`src/rtl/hsbo_pkg.sv`:
```
package hsbo_pkg;

    localparam int START_X_W   = 10;
    localparam int ROW_Y_W     = 9;
    localparam int SPAN_LEN_W  = 10;
    localparam int ADDR_W      = 16;
    localparam int MASK_W      = 8;
    localparam int RUN_W       = 7;
    localparam int CMD_SLOTS   = 3;
    localparam int CMD_CNT_W   = 2;

    localparam int DEF_BYTES_PER_ROW = 80;

    typedef enum logic [1:0] {
        OP_OR   = 2'd0,
        OP_AND  = 2'd1,
        OP_FILL = 2'd2
    } hsbo_op_t;

    typedef struct packed {
        logic [START_X_W-1:0]  start_x;
        logic [ROW_Y_W-1:0]    row_y;
        logic [SPAN_LEN_W-1:0] span_len;
        logic                  pixel_on;
    } hsbo_item_t;

    typedef struct packed {
        hsbo_op_t          op_kind;
        logic [ADDR_W-1:0] byte_addr;
        logic [MASK_W-1:0] mask_value;
        logic [RUN_W-1:0]  run_count;
        logic              last_op;
    } hsbo_result_t;

    // all byte commands of one line, in output order, with their count
    typedef struct packed {
        hsbo_result_t [CMD_SLOTS-1:0] cmd;
        logic [CMD_CNT_W-1:0]         n;
    } hsbo_cmd_set_t;

endpackage

```
`src/rtl/hsbo_span_calc.sv`:
```
module hsbo_span_calc
    import hsbo_pkg::*;
#(
    parameter int BYTES_PER_ROW = DEF_BYTES_PER_ROW
)
(
    input  hsbo_item_t        item,
    input  logic [ADDR_W-1:0] bitmap_base,
    output hsbo_cmd_set_t     cmd_set
);

    localparam int BprW  = $clog2(BYTES_PER_ROW + 1);
    localparam int ProdW = ROW_Y_W + BprW;
    localparam int EndW  = START_X_W + 1;

    logic [ProdW-1:0]  row_prod;
    logic [ADDR_W-1:0] row_addr;
    logic [2:0]        first;
    logic [EndW-1:0]   span_end;
    logic [EndW-1:0]   first_plus_len;
    logic [EndW-1:0]   whole_diff;
    logic [2:0]        tail;
    logic              single;
    logic [MASK_W-1:0] head_shr;
    logic [MASK_W-1:0] end_shr;
    logic [MASK_W-1:0] single_mask;
    logic [MASK_W-1:0] lead_mask;
    logic [MASK_W-1:0] tail_mask;
    logic [RUN_W-1:0]  whole;
    logic [EndW-4:0]   fill_idx;
    hsbo_result_t      lead_cmd;
    hsbo_result_t      fill_cmd;
    hsbo_result_t      tail_cmd;
    hsbo_result_t      one_cmd;

    function automatic hsbo_result_t mask_cmd(input logic on, input logic [ADDR_W-1:0] addr,
                                              input logic [MASK_W-1:0] mask);
        hsbo_result_t c;
        c.op_kind    = on ? OP_OR : OP_AND;
        c.byte_addr  = addr;
        c.mask_value = on ? mask : ~mask;
        c.run_count  = RUN_W'(1);
        c.last_op    = 1'b0;
        return c;
    endfunction

    always_comb
    begin
        row_prod       = ProdW'(item.row_y) * ProdW'(BYTES_PER_ROW);
        row_addr       = bitmap_base + ADDR_W'(row_prod);
        first          = item.start_x[2:0];
        span_end       = EndW'(item.start_x) + EndW'(item.span_len);
        tail           = span_end[2:0];
        first_plus_len = EndW'(first) + EndW'(item.span_len);
        single         = (first_plus_len <= EndW'(8));

        head_shr    = 8'hFF >> first;
        end_shr     = (first_plus_len >= EndW'(8)) ? '0 : (8'hFF >> first_plus_len[2:0]);
        single_mask = head_shr & ~end_shr;
        lead_mask   = head_shr;
        tail_mask   = ~(8'hFF >> tail);

        // whole bytes between the rounded-down end and the start column
        whole_diff = {span_end[EndW-1:3], 3'b000} - EndW'(item.start_x);
        whole      = whole_diff[RUN_W+2:3];
        fill_idx   = (EndW-3)'(item.start_x[START_X_W-1:3]) + (EndW-3)'(first != 3'd0);

        one_cmd  = mask_cmd(item.pixel_on,
                            row_addr + ADDR_W'(item.start_x[START_X_W-1:3]), single_mask);
        lead_cmd = mask_cmd(item.pixel_on,
                            row_addr + ADDR_W'(item.start_x[START_X_W-1:3]), lead_mask);
        tail_cmd = mask_cmd(item.pixel_on,
                            row_addr + ADDR_W'(span_end[EndW-1:3]), tail_mask);

        fill_cmd.op_kind    = OP_FILL;
        fill_cmd.byte_addr  = row_addr + ADDR_W'(fill_idx);
        fill_cmd.mask_value = item.pixel_on ? 8'hFF : 8'h00;
        fill_cmd.run_count  = whole;
        fill_cmd.last_op    = 1'b0;

        cmd_set = '0;
        if (item.span_len != '0)
        begin
            if (single)
            begin
                cmd_set.cmd[0] = one_cmd;
                cmd_set.n      = CMD_CNT_W'(1);
            end
            else
            begin
                if (first != 3'd0)
                begin
                    cmd_set.cmd[cmd_set.n] = lead_cmd;
                    cmd_set.n              = cmd_set.n + CMD_CNT_W'(1);
                end
                if (whole != '0)
                begin
                    cmd_set.cmd[cmd_set.n] = fill_cmd;
                    cmd_set.n              = cmd_set.n + CMD_CNT_W'(1);
                end
                if (tail != 3'd0)
                begin
                    cmd_set.cmd[cmd_set.n] = tail_cmd;
                    cmd_set.n              = cmd_set.n + CMD_CNT_W'(1);
                end
            end
            if (cmd_set.n != '0)
            begin
                cmd_set.cmd[cmd_set.n - CMD_CNT_W'(1)].last_op = 1'b1;
            end
        end
    end

endmodule

```
`src/rtl/hsbo_cmd_queue.sv`:
```
module hsbo_cmd_queue
    import hsbo_pkg::*;
(
    input  logic          clk,
    input  logic          rst_n,
    input  logic          load,
    input  hsbo_cmd_set_t cmd_set,
    output logic          free,
    output logic          result_valid,
    output hsbo_result_t  result
);

    hsbo_result_t [CMD_SLOTS-1:0] cmd_reg;
    hsbo_result_t [CMD_SLOTS-1:0] cmd_next;
    logic [CMD_CNT_W-1:0]         cnt_reg;
    logic [CMD_CNT_W-1:0]         cnt_next;
    logic                         out_valid_reg;
    logic                         out_valid_next;
    hsbo_result_t                 out_reg;
    hsbo_result_t                 out_next;

    // a load may land in the same cycle that the last queued command leaves
    assign free = (cnt_reg <= CMD_CNT_W'(1));

    always_comb
    begin
        cmd_next       = cmd_reg;
        cnt_next       = cnt_reg;
        out_valid_next = (cnt_reg != '0);
        out_next       = (cnt_reg != '0) ? cmd_reg[0] : out_reg;
        if (load)
        begin
            cmd_next = cmd_set.cmd;
            cnt_next = cmd_set.n;
        end
        else if (cnt_reg != '0)
        begin
            for (int i = 0; i < CMD_SLOTS - 1; i++)
            begin
                cmd_next[i] = cmd_reg[i + 1];
            end
            cnt_next = cnt_reg - CMD_CNT_W'(1);
        end
    end

    always_ff @(posedge clk or negedge rst_n)
    begin
        if (!rst_n)
        begin
            cnt_reg       <= '0;
            out_valid_reg <= 1'b0;
        end
        else
        begin
            cnt_reg       <= cnt_next;
            out_valid_reg <= out_valid_next;
        end
    end

    always_ff @(posedge clk)
    begin
        cmd_reg <= cmd_next;
        out_reg <= out_next;
    end

    assign result_valid = out_valid_reg;
    assign result       = out_reg;

endmodule

```
`src/rtl/horizontal_span_byte_ops.sv`:
```
// Turns a horizontal line request on a 1 bpp, MSB-first bitmap into up to three
// byte commands (leading masked byte, one whole-byte fill run, trailing masked
// byte), or one masked byte for a span within a byte. A request is taken when
// start is high and busy is low; it waits in the input register, busy high, while
// the command queue has no room, and its first command then leaves via the queue
// and the output register on result, marked by result_valid; the rest follow on
// consecutive cycles. Commands cannot be held off. The single result port issues
// one command per cycle; a request makes 1 to 3 commands, none for a zero length.
// Requests are taken every cycle while each makes at most one command.
// Write bitmap_base through cfg_we/cfg_wdata only while no request is in flight.
module horizontal_span_byte_ops
    import hsbo_pkg::*;
#(
    parameter int BYTES_PER_ROW = DEF_BYTES_PER_ROW
)
(
    input  logic              clk,
    input  logic              rst_n,
    input  logic              start,
    output logic              busy,
    input  hsbo_item_t        item,
    input  logic              cfg_we,
    input  logic [ADDR_W-1:0] cfg_wdata,
    output logic              result_valid,
    output hsbo_result_t      result
);

    logic              in_valid_reg;
    logic              in_valid_next;
    hsbo_item_t        in_item_reg;
    hsbo_item_t        in_item_next;
    logic [ADDR_W-1:0] base_reg;
    logic [ADDR_W-1:0] base_next;
    logic              accept;
    logic              load;
    logic              q_free;
    hsbo_cmd_set_t     cmd_set;

    assign busy   = in_valid_reg && !q_free;
    assign accept = start && !busy;
    assign load   = in_valid_reg && q_free;

    always_comb
    begin
        in_valid_next = in_valid_reg;
        in_item_next  = in_item_reg;
        base_next     = cfg_we ? cfg_wdata : base_reg;
        if (accept)
        begin
            in_valid_next = 1'b1;
            in_item_next  = item;
        end
        else if (load)
        begin
            in_valid_next = 1'b0;
        end
    end

    always_ff @(posedge clk or negedge rst_n)
    begin
        if (!rst_n)
        begin
            in_valid_reg <= 1'b0;
            base_reg     <= '0;
        end
        else
        begin
            in_valid_reg <= in_valid_next;
            base_reg     <= base_next;
        end
    end

    always_ff @(posedge clk)
    begin
        in_item_reg <= in_item_next;
    end

    hsbo_span_calc #(
        .BYTES_PER_ROW (BYTES_PER_ROW)
    ) u_calc (
        .item        (in_item_reg),
        .bitmap_base (base_reg),
        .cmd_set     (cmd_set)
    );

    hsbo_cmd_queue u_queue (
        .clk          (clk),
        .rst_n        (rst_n),
        .load         (load),
        .cmd_set      (cmd_set),
        .free         (q_free),
        .result_valid (result_valid),
        .result       (result)
    );

    a_busy_needs_item: assert property (@(posedge clk) disable iff (!rst_n)
        busy |-> in_valid_reg)
        else $error("busy without a pending item");

    a_load_reaches_output: assert property (@(posedge clk) disable iff (!rst_n)
        (load && cmd_set.n != '0) |-> ##2 result_valid)
        else $error("loaded commands did not reach the output");

    a_line_is_contiguous: assert property (@(posedge clk) disable iff (!rst_n)
        (result_valid && !result.last_op) |=> result_valid)
        else $error("gap inside the commands of one line");

    a_run_nonzero: assert property (@(posedge clk) disable iff (!rst_n)
        result_valid |-> (result.run_count != '0))
        else $error("command with zero run count");

endmodule
```
`config.mk`:
```
export PLATFORM = sky130hd
export DESIGN_NAME = horizontal_span_byte_ops
export DESIGN_NICKNAME = d
export VERILOG_FILES = /design/src/rtl/hsbo_pkg.sv /design/src/rtl/hsbo_span_calc.sv /design/src/rtl/hsbo_cmd_queue.sv /design/src/rtl/horizontal_span_byte_ops.sv
export SDC_FILE = /design/constraint.sdc
export NUM_CORES = 1
export LEC_CHECK = 0
export ABC_AREA = 1
export CORE_MARGIN = 2
export CORE_UTILIZATION = 55
export CTS_BUF_LIST = sky130_fd_sc_hd__clkbuf_8
export CTS_CLUSTER_SIZE = 30
export DETAILED_ROUTE_END_ITERATION = 12
export DONT_BUFFER_PORTS = 1
export GPL_TIMING_DRIVEN = 1
export PLACE_DENSITY = 0.7
export RECOVER_POWER = 25
export SYNTH_ARGS = -nofsm -noshare
export SYNTH_HDL_FRONTEND = slang
export SYNTH_SLANG_ARGS = --single-unit
```
`constraint.sdc`:
```
create_clock -name clk -period 12.9 [get_ports clk]
set_clock_uncertainty 0.05 [all_clocks]
set_input_delay 1.29 -clock clk [delete_from_list [all_inputs] [get_ports clk]]
set_output_delay 1.29 -clock clk [all_outputs]
set_load 0.05 [all_outputs]
```
==> flow_metrics.tcl, run 1 <==
set metrics [dict create \
    status "finished, final reports clean" \
    clock-sinks 178 \
    critical_path_class "reg2reg" \
    hold_start "u_queue.cmd_reg[10]" \
    dieArea_um2 21400 \
    max_slew.worst_pin.slew_ns 1.18 \
    grt_pass1_vias 7757 \
    synth_top_area_cell "edfxtp_1" \
    max_clock_freq_ghz 0.150 \
    portBuffers 0 \
    synth_area_leaders "edfxtp_1, nand2_1, ha_1" \
    n_fill_cell 1806 \
    timing.rr.end "u_queue.cmd_reg[61]" \
    rr_worst_depth 25 \
    synthFlopType "edfxtp_1" \
    grt_remaining_overflow 0 \
    dp_hpwl_um 18600 \
    slew_headroom_pct 20.8 \
    route.detailed.drc 0 \
    antenna_found_initial 0 \
    clk_latency_ns 0.47 \
    grt_max_degree 62 \
    hold_path_class "reg2reg" \
    htreeDepth 4 \
    synthesis.nets 1415 \
    synth_fa_ha_area_share_pct 8.62 \
    synth_edf_count 158 \
    synth_seq_cells 178 \
    crit_required_ns 13.07 \
    final.setup.tns_ns 0 \
    start_kind "register" \
    rsz0062_at_grt "false" \
    avgSynthCellArea_um2 8.61 \
    io_pins 86 \
    min_period_ns 6.66 \
    areaGrowthSynthToFinish_pct 5.55 \
    synth_top_family_by_area "simple AND/OR/NAND/NOR gates" \
    drtIter0Drc 765 \
    cts.path.max_buffers 2 \
    largest_reg_flops 94 \
    crit_slowest_cell "nor2_1" \
    ys_types 51 \
    cts_tree "done" \
    setup_violations 0 \
    synth_compound_area_share_pct 8.35 \
    grt_usage_pct 24.0 \
    die_h_um 146 \
    drv_slew 0 \
    critPathBufInv 4 \
    hold_buffers 0 \
    post-cts-setup-buffers 0 \
    core-area_um2 20000 \
    regToRegSetupSlack_ns 6.24 \
    hold_path_depth 0 \
    ys_warn_count 0 \
    synthSimpleGateAreaFrac_pct 23.9 \
    drive_gt1_share_pct 6.32 \
    holdPathEnd "u_queue.result[10]" \
    synthTopCellsByCount "nand2_1, edfxtp_1, inv_1, nor2_1, nand3_1" \
    clockRootBuffer "clkbuf_8" \
    chipWidth_um 146 \
    netlist_area_um2 11100 \
    final_core_util_pct 58.6 \
    cp_top_family "simple AND/OR/NAND/NOR gates" \
    nNetsFinal 1407 \
    n_antenna_cell 0 \
    cp_common_cell "nand2_1" \
    ant_nets 0 \
    synth.most_common_cell "nand2_1" \
    synth-async-reset-ratio_pct 11.2 \
    fin_crit_sh_pct 51.6 \
    r2r_start "in_item_reg[20]" \
    multiInputGateArea_um2 5200 \
    synth_xor_area_share_pct 4.41 \
    via_count 8527 \
    synth.top_cell.area_share_pct 42.7 \
    wl_per_cell_um 16.0 \
    arrival_ns 6.84 \
    maxCapViolCount 0 \
    num_rows 52 \
    clkSlewWorstSetupHoldPaths_ns 0.10 \
    via_per_inst 5.44 \
    crit_path_end_kind "register" \
    wl_um 25000 \
    cts_buffers 17 \
    grt_pass1_wl_um 40400 \
    firstDrtPassIters 7 \
    routabilityCongestion 0.902 \
    regArea_um2 5250 \
    slowest_delay_ns 0.89 \
    hold_viol 0 \
    syn_inst 1292 \
    yosysSeqAreaShare_pct 47.2 \
    start_util_pct 55.5 \
    crit_fanout 20 \
    cts_resized 0 \
    synth_mux_area_share_pct 1.42 \
]
==> final cells by class <==
class                           count  share of cell area [%]
Sequential cell                   178                    44.7
Multi-Input combinational cell    942                    44.3
Inverter                          140                    4.52
Tap cell                          270                    2.88
Clock buffer                       17                    1.99
Clock inverter                     15                    1.32
Timing Repair Buffer                5                   0.320
==> cell usage in the layout, fill, tap and decap left out, types with 3 or more instances in the layout <==
cell	netlist	final
clkinvlp_4	0	3
o22ai_1	13	13
dfrtp_1	20	20
o21a_1	3	3
a22oi_1	6	6
o211ai_1	5	5
nand2_2	3	4
clkbuf_8	0	17
nand3_2	3	3
nor2_2	4	4
nand3_1	83	83
inv_2	7	8
nor2_1	93	93
inv_1	128	129
a21oi_1	55	55
nand2_1	415	414
fa_1	6	6
o21ai_1	15	15
nand4_1	11	11
buf_4	4	5
o21ai_0	53	53
clkinv_1	3	3
nand3b_1	8	8
ha_1	67	67
xnor2_1	9	9
a31oi_1	5	5
xor2_1	42	42
edfxtp_1	158	158
inv_6	0	3
nor3_1	3	3
mux2_2	14	14
o21bai_1	4	4
==> metal layers <==
metal,share of wire [%],GRT usage [%]
met5,0,0
met1,48,37.5
met3,7.7,4.03
met4,1.1,5.58
met2,43,35.1
==> worst max-delay path by stage <==
stage                          startpoint  slack, ns  cells past startpoint                  end
after floorplan           in_item_reg[20]       8.19                     26  u_queue.cmd_reg[42]
after global placement    in_item_reg[20]       6.57                     25  u_queue.cmd_reg[61]
after detailed placement  in_item_reg[20]       6.37                     25  u_queue.cmd_reg[61]
after CTS                 in_item_reg[20]       6.34                     25  u_queue.cmd_reg[61]
after global routing      in_item_reg[20]       5.78                     25  u_queue.cmd_reg[61]
final                     in_item_reg[20]       6.24                     25  u_queue.cmd_reg[61]
==> through the flow <==
step	std cells	setup WS (ns)	hold slack, ns	cell area [µm²]
final	1567	6.24	0.376	11700
after global routing	1567	5.78	0.384	11700
after CTS	1567	6.34	0.377	11700
after detailed placement	1535	6.37	0.355	11300
after global placement	1535	6.57	0.351	11300
after floorplan	1292	8.19	0.350	11100
==> cells by family after synthesis <==
family	count (synthesis)
flip-flops	178
AND/OR/NAND/NOR	637
XOR/XNOR	53
multiplexers	14
adder cells (fa/ha/maj)	73
buffers and inverters	172
AO/OA/AOI/OAI	165
==> worst register-to-register path, cell delays in order (launching register included) <==
cell and delay [ns]:
edfxtp_1 0.48, ha_1 0.27, fa_1 0.44, nand2_1 0.08
nand2_1 0.10, a21oi_1 0.24, o21ai_0 0.16, xnor2_1 0.16
inv_1 0.07, ha_1 0.33, nand2_1 0.08, inv_1 0.05
a21oi_1 0.18, nand3b_1 0.09, nand2_1 0.11, nand2_1 0.07
nor3_2 0.16, nand3_2 0.36, ha_1 0.45, inv_1 0.04
nor2_1 0.89, inv_1 0.66, nand3_1 0.57, nor2_1 0.10
o21ai_0 0.16, nand2_1 0.06
Power of run 1 is not shown: default switching activity piles up to over one toggle a cycle in this logic, so the estimate is an artifact.
==> run 2, diff against run 1 <==
clock period = 6.2 ns   (was 12.9 ns; I/O delays follow)
==> flow_metrics.tcl, run 2 (synthesis results as in run 1) <==
set metrics [dict create \
    status "finished, final reports clean" \
    crit_required_ns 6.48 \
    grt_pass1_vias 7978 \
    cts_resized 0 \
    setup_violations 0 \
    rr_worst_depth 27 \
    firstDrtPassIters 7 \
    nNetsFinal 1415 \
    dp_hpwl_um 18800 \
    route.detailed.drc 0 \
    chipWidth_um 146 \
    clockRootBuffer "clkbuf_8" \
    wl_per_cell_um 16.3 \
    crit_path_end_kind "register" \
    hold_viol 0 \
    ant_nets 0 \
    arrival_ns 5.56 \
    crit_fanout 18 \
    antenna_found_initial 0 \
    dieArea_um2 21400 \
    core-area_um2 20000 \
    grt_max_degree 62 \
    grt_pass1_wl_um 41400 \
    clock-sinks 178 \
    areaGrowthSynthToFinish_pct 6.06 \
    hold_start "item[11]" \
    drive_gt1_share_pct 6.82 \
    via_count 8609 \
    r2r_start "in_item_reg[20]" \
    start_kind "register" \
    cts_tree "done" \
    final_common_cell "nand2_1" \
    n_antenna_cell 0 \
    max_clock_freq_ghz 0.190 \
    hold_path_depth 0 \
    via_per_inst 5.47 \
    min_period_ns 5.28 \
    largest_reg_flops 94 \
    start_util_pct 55.5 \
    io_pins 86 \
    cts.path.max_buffers 2 \
    clkSlewWorstSetupHoldPaths_ns 0.11 \
    grt_usage_pct 24.5 \
    routabilityCongestion 0.930 \
    clk_latency_ns 0.47 \
    regToRegSetupSlack_ns 0.92 \
    rsz0062_at_grt "false" \
    timing.rr.end "u_queue.cmd_reg[65]" \
    wl_um 25600 \
    cts_buffers 17 \
    post-cts-setup-buffers 0 \
    final.setup.tns_ns 0 \
    portBuffers 0 \
    htreeDepth 4 \
    drv_slew 0 \
    grt_remaining_overflow 0 \
    fin_crit_sh_pct 85.1 \
    die_h_um 146 \
    hold_path_class "in2reg" \
    max_slew.worst_pin.slew_ns 1.40 \
    drtIter0Drc 887 \
    holdPathEnd "in_item_reg[11]" \
    n_fill_cell 1836 \
    num_rows 52 \
    hold_buffers 2 \
    layout_common_cells "nand2_1, edfxtp_1, inv_1" \
    maxCapViolCount 0 \
    critical_path_class "reg2reg" \
    slew_headroom_pct 6.90 \
]
run 2: changes by cell type in the layout (fill, tap and decap cells not counted):
cell	delta
inv_1	-1
dlygate4sd3_1	+1
clkinv_8	-1
buf_4	+6
clkbuf_1	+1
inv_8	+1
clkinvlp_4	+1
run 2: metal layers:
metal	routed length (µm)	up-vias	track usage (%)
met4	217	0	5.34
li1	-	4307	-
met5	0	-	0
met3	1710	17	3.38
met1	12100	3968	36.9
met2	11600	317	38.0
run 2: how the worst max path moves through the flow:
stage	from	cells past startpoint	to
6_report	in_item_reg[20]	27	u_queue.cmd_reg[65]
5_1_grt	in_item_reg[20]	26	u_queue.cmd_reg[65]
4_1_cts	in_item_reg[20]	26	u_queue.cmd_reg[65]
3_5_place_dp	in_item_reg[20]	26	u_queue.cmd_reg[62]
3_3_place_gp	in_item_reg[20]	26	u_queue.cmd_reg[65]
2_1_floorplan	in_item_reg[20]	26	u_queue.cmd_reg[42]
run 2: per-stage QoR:
| stage | std cells | setup WS, ns | cell area, µm² | hold slack [ns] | util, % |
|---|---|---|---|---|---|
| after floorplan | 1292 | 1.49 | 11100 | 0.274 | - |
| after global placement | 1541 | 1.24 | 11400 | 0.275 | 56.8 |
| after detailed placement | 1541 | 1.02 | 11400 | 0.275 | 56.8 |
| after CTS | 1575 | 1.01 | 11800 | 0.173 | 58.9 |
| after global routing | 1575 | 0.443 | 11800 | 0.173 | 58.9 |
| final | 1575 | 0.924 | 11800 | 0.190 | 58.9 |
run 2: worst max-delay path, cell delays in order, from the launching register on:
cell	delay (ns)
edfxtp_1	0.48
ha_1	0.28
fa_1	0.44
nand2_1	0.08
nand2_1	0.10
a21oi_1	0.22
o21ai_0	0.16
xnor2_1	0.16
inv_1	0.07
ha_1	0.36
nand2_1	0.07
inv_1	0.07
nand3_1	0.09
nand2_1	0.11
nand2_1	0.06
nand2_1	0.11
nand2_1	0.10
nor3_2	0.20
nand3_2	0.10
buf_4	0.21
ha_1	0.30
inv_1	0.06
nor2_1	0.05
inv_1	0.25
nand3_1	0.49
o21ai_0	0.32
nand2_1	0.07
nand2_1	0.10
run 2: final cells by class:
class                      instances  area [µm²]  area share (%)
clock buffer                      17         234            1.98
tap                              270         338            2.86
multi-input combinational        942        5200            44.1
sequential                       178        5250            44.5
timing repair buffer              13        96.3           0.817
inverter                         140         531            4.50
clock inverter                    15         154            1.30
Power of run 2 is left out for the same reason.
==> run 3, diff against run 2 <==
SYNTH_HIERARCHICAL = 1   (was unset)
==> flow_metrics.tcl, run 3 <==
set metrics [dict create \
    clock-sinks 186 \
    route.detailed.drc 0 \
    placed_cell_area_um2 12200 \
    grt_usage_pct 23.6 \
    cts.path.max_buffers 2 \
    stdcell_area_um2 12600 \
    core-area_um2 21800 \
    routabilityCongestion 0.939 \
    netlist_area_um2 12100 \
    r2r_start "in_item_reg[20]" \
    dieArea_um2 23300 \
    synth_top_area_cell "edfxtp_1" \
    largest_reg_flops 102 \
    start_kind "register" \
    status "finished with violations" \
    die_h_um 153 \
    nNetsFinal 1564 \
    wl_um 26800 \
    violations "capacitance limit, slew limit" \
    grt_remaining_overflow 0 \
    avgSynthCellArea_um2 8.31 \
    antenna_found_initial 0 \
    clkSlewWorstSetupHoldPaths_ns 0.11 \
    ys_types 54 \
    crit_slowest_cell "edfxtp_1" \
    slew_headroom_pct -1.16 \
    max_slew.worst_pin.slew_ns 1.52 \
    rsz0062_at_grt "false" \
    chipWidth_um 153 \
    dp_hpwl_um 20000 \
    layout_common_cells "nand2_1, edfxtp_1, inv_1" \
    areaGrowthSynthToFinish_pct 4.06 \
    min_period_ns 5.51 \
    clk_latency_ns 0.47 \
    final_common_cell "nand2_1" \
    synthFlopType "edfxtp_1" \
    final.setup.tns_ns 0 \
    via_per_inst 5.35 \
    critical_path_class "reg2reg" \
    num_rows 54 \
    wl_per_cell_um 15.5 \
    synthTopCellsByCount "nand2_1, edfxtp_1, inv_1, nor2_1, a21oi_1" \
    hold_start "item[19]" \
    synth_area_leaders "edfxtp_1, nand2_1, ha_1" \
    synth_edf_count 166 \
    max_clock_freq_ghz 0.181 \
    portBuffers 0 \
    hold_viol 0 \
    io_pins 86 \
    cts_buffers 17 \
    start_util_pct 55.8 \
    synth-async-reset-ratio_pct 10.8 \
    synth.top_cell.area_share_pct 41.1 \
    cts_tree "done" \
    grt_pass1_vias 8735 \
    drive_gt1_share_pct 7.22 \
    drv_slew 31 \
    hold_path_depth 0 \
    n_antenna_cell 0 \
    syn_inst 1460 \
    clockRootBuffer "clkbuf_8" \
    ant_nets 0 \
    setup_violations 0 \
    crit_fanout 16 \
    rr_worst_depth 32 \
    n_fill_cell 1997 \
    maxCapViolCount 1 \
    arrival_ns 5.79 \
    via_count 9289 \
    synth_seq_cells 186 \
    yosysSeqAreaShare_pct 45.2 \
    fin_crit_sh_pct 88.9 \
    hold_path_class "in2reg" \
    htreeDepth 4 \
    crit_path_end_kind "register" \
    grt_pass1_wl_um 44400 \
    slowest_delay_ns 0.46 \
    timing.rr.end "u_queue/cmd_reg[5]" \
    grt_max_degree 105 \
    synth.most_common_cell "nand2_1" \
    crit_required_ns 6.48 \
    drtIter0Drc 859 \
    ys_warn_count 6 \
    holdPathEnd "in_item_reg[19]" \
    firstDrtPassIters 5 \
    regToRegSetupSlack_ns 0.69 \
]
==> run 3: cell count changes in the layout (fill, tap and decap cells not counted), moves of 11 or more <==
cell     change
inv_1       +32
nand3_1     -14
o22ai_1     -11
o21ai_1     -11
mux2_2      -14
nor2_1      +11
a21oi_1     +25
nand2_1     +86
==> run 3: cells by family (layout without fill, tap and decap cells) <==
family | after synthesis | count (layout) | synth area share, %
and+or+nand+nor | 749 | 749 | 26.2
buffers and inverters | 222 | 211 | 8.36
DFF | 186 | 186 | 45.2
AOI/OAI and AO/OA | 179 | 179 | 8.41
adders and majority gates | 72 | 72 | 7.80
xor gates and xnor gates | 51 | 51 | 3.96
other | 1 | 7 | 0.0309
==> run 3: worst max-delay path: cells and delay by family, from the launching register on <==
kind	cells	cell delay (ns)
buf+inv	8	0.90
fa+ha+maj	4	1.24
flops	1	0.46
simple gates	12	1.69
compound gates	7	0.86
xor+xnor	1	0.14
==> run 3: how the worst max path moves through the flow <==
stage / slack [ns] / endpoint / start
after floorplan: 1.57 / u_queue/cmd_reg[0] / in_item_reg[20]
after global placement: 0.95 / u_queue/cmd_reg[5] / in_item_reg[20]
after detailed placement: 0.75 / u_queue/cmd_reg[5] / in_item_reg[20]
after CTS: 0.66 / u_queue/cmd_reg[5] / in_item_reg[20]
after global routing: 0.08 / u_queue/cmd_reg[3] / in_item_reg[20]
final: 0.69 / u_queue/cmd_reg[5] / in_item_reg[20]
==> run 3: through the flow <==
| step | cells | util (%) | worst slack (ns) | hold slack (ns) |
|---|---|---|---|---|
| 2_1_floorplan | 1466 | - | 1.57 | 0.274 |
| 3_3_place_gp | 1702 | 56.1 | 0.951 | 0.275 |
| 3_5_place_dp | 1702 | 56.1 | 0.746 | 0.275 |
| 4_1_cts | 1735 | 58.1 | 0.659 | 0.136 |
| 5_1_grt | 1735 | 58.0 | 0.0822 | 0.149 |
| 6_report | 1735 | 58.0 | 0.689 | 0.190 |
==> run 3: cell type report <==
type                       count  area [µm²]  area share (%)
multi-input combinational   1058        5650            44.8
sequential                   186        5490            43.5
inverter                     171         651            5.15
tap                          280         350            2.78
clock buffer                  17         234            1.85
clock inverter                15         189            1.50
timing repair buffer           8        58.8           0.466
==> run 3: repair_timing <==
item / in CTS / in global routing
buffers inserted: 0 / 0
resized for setup: 0 / 1
hold endpoints to repair: 20 / 0
hold buffers: 1 / 0
setup endpoints to repair: 0 / 1
==> run 3: per-layer routing <==
layer / wire [µm] / part of all wire, % / global-route usage, %
met2: 11700 / 44 / 35.8
met1: 13100 / 49 / 35.4
met3: 1620 / 6.0 / 3.75
met4: 460 / 1.7 / 6.44
met5: 0 / 0 / 0
Power of run 3 is left out for the same reason.
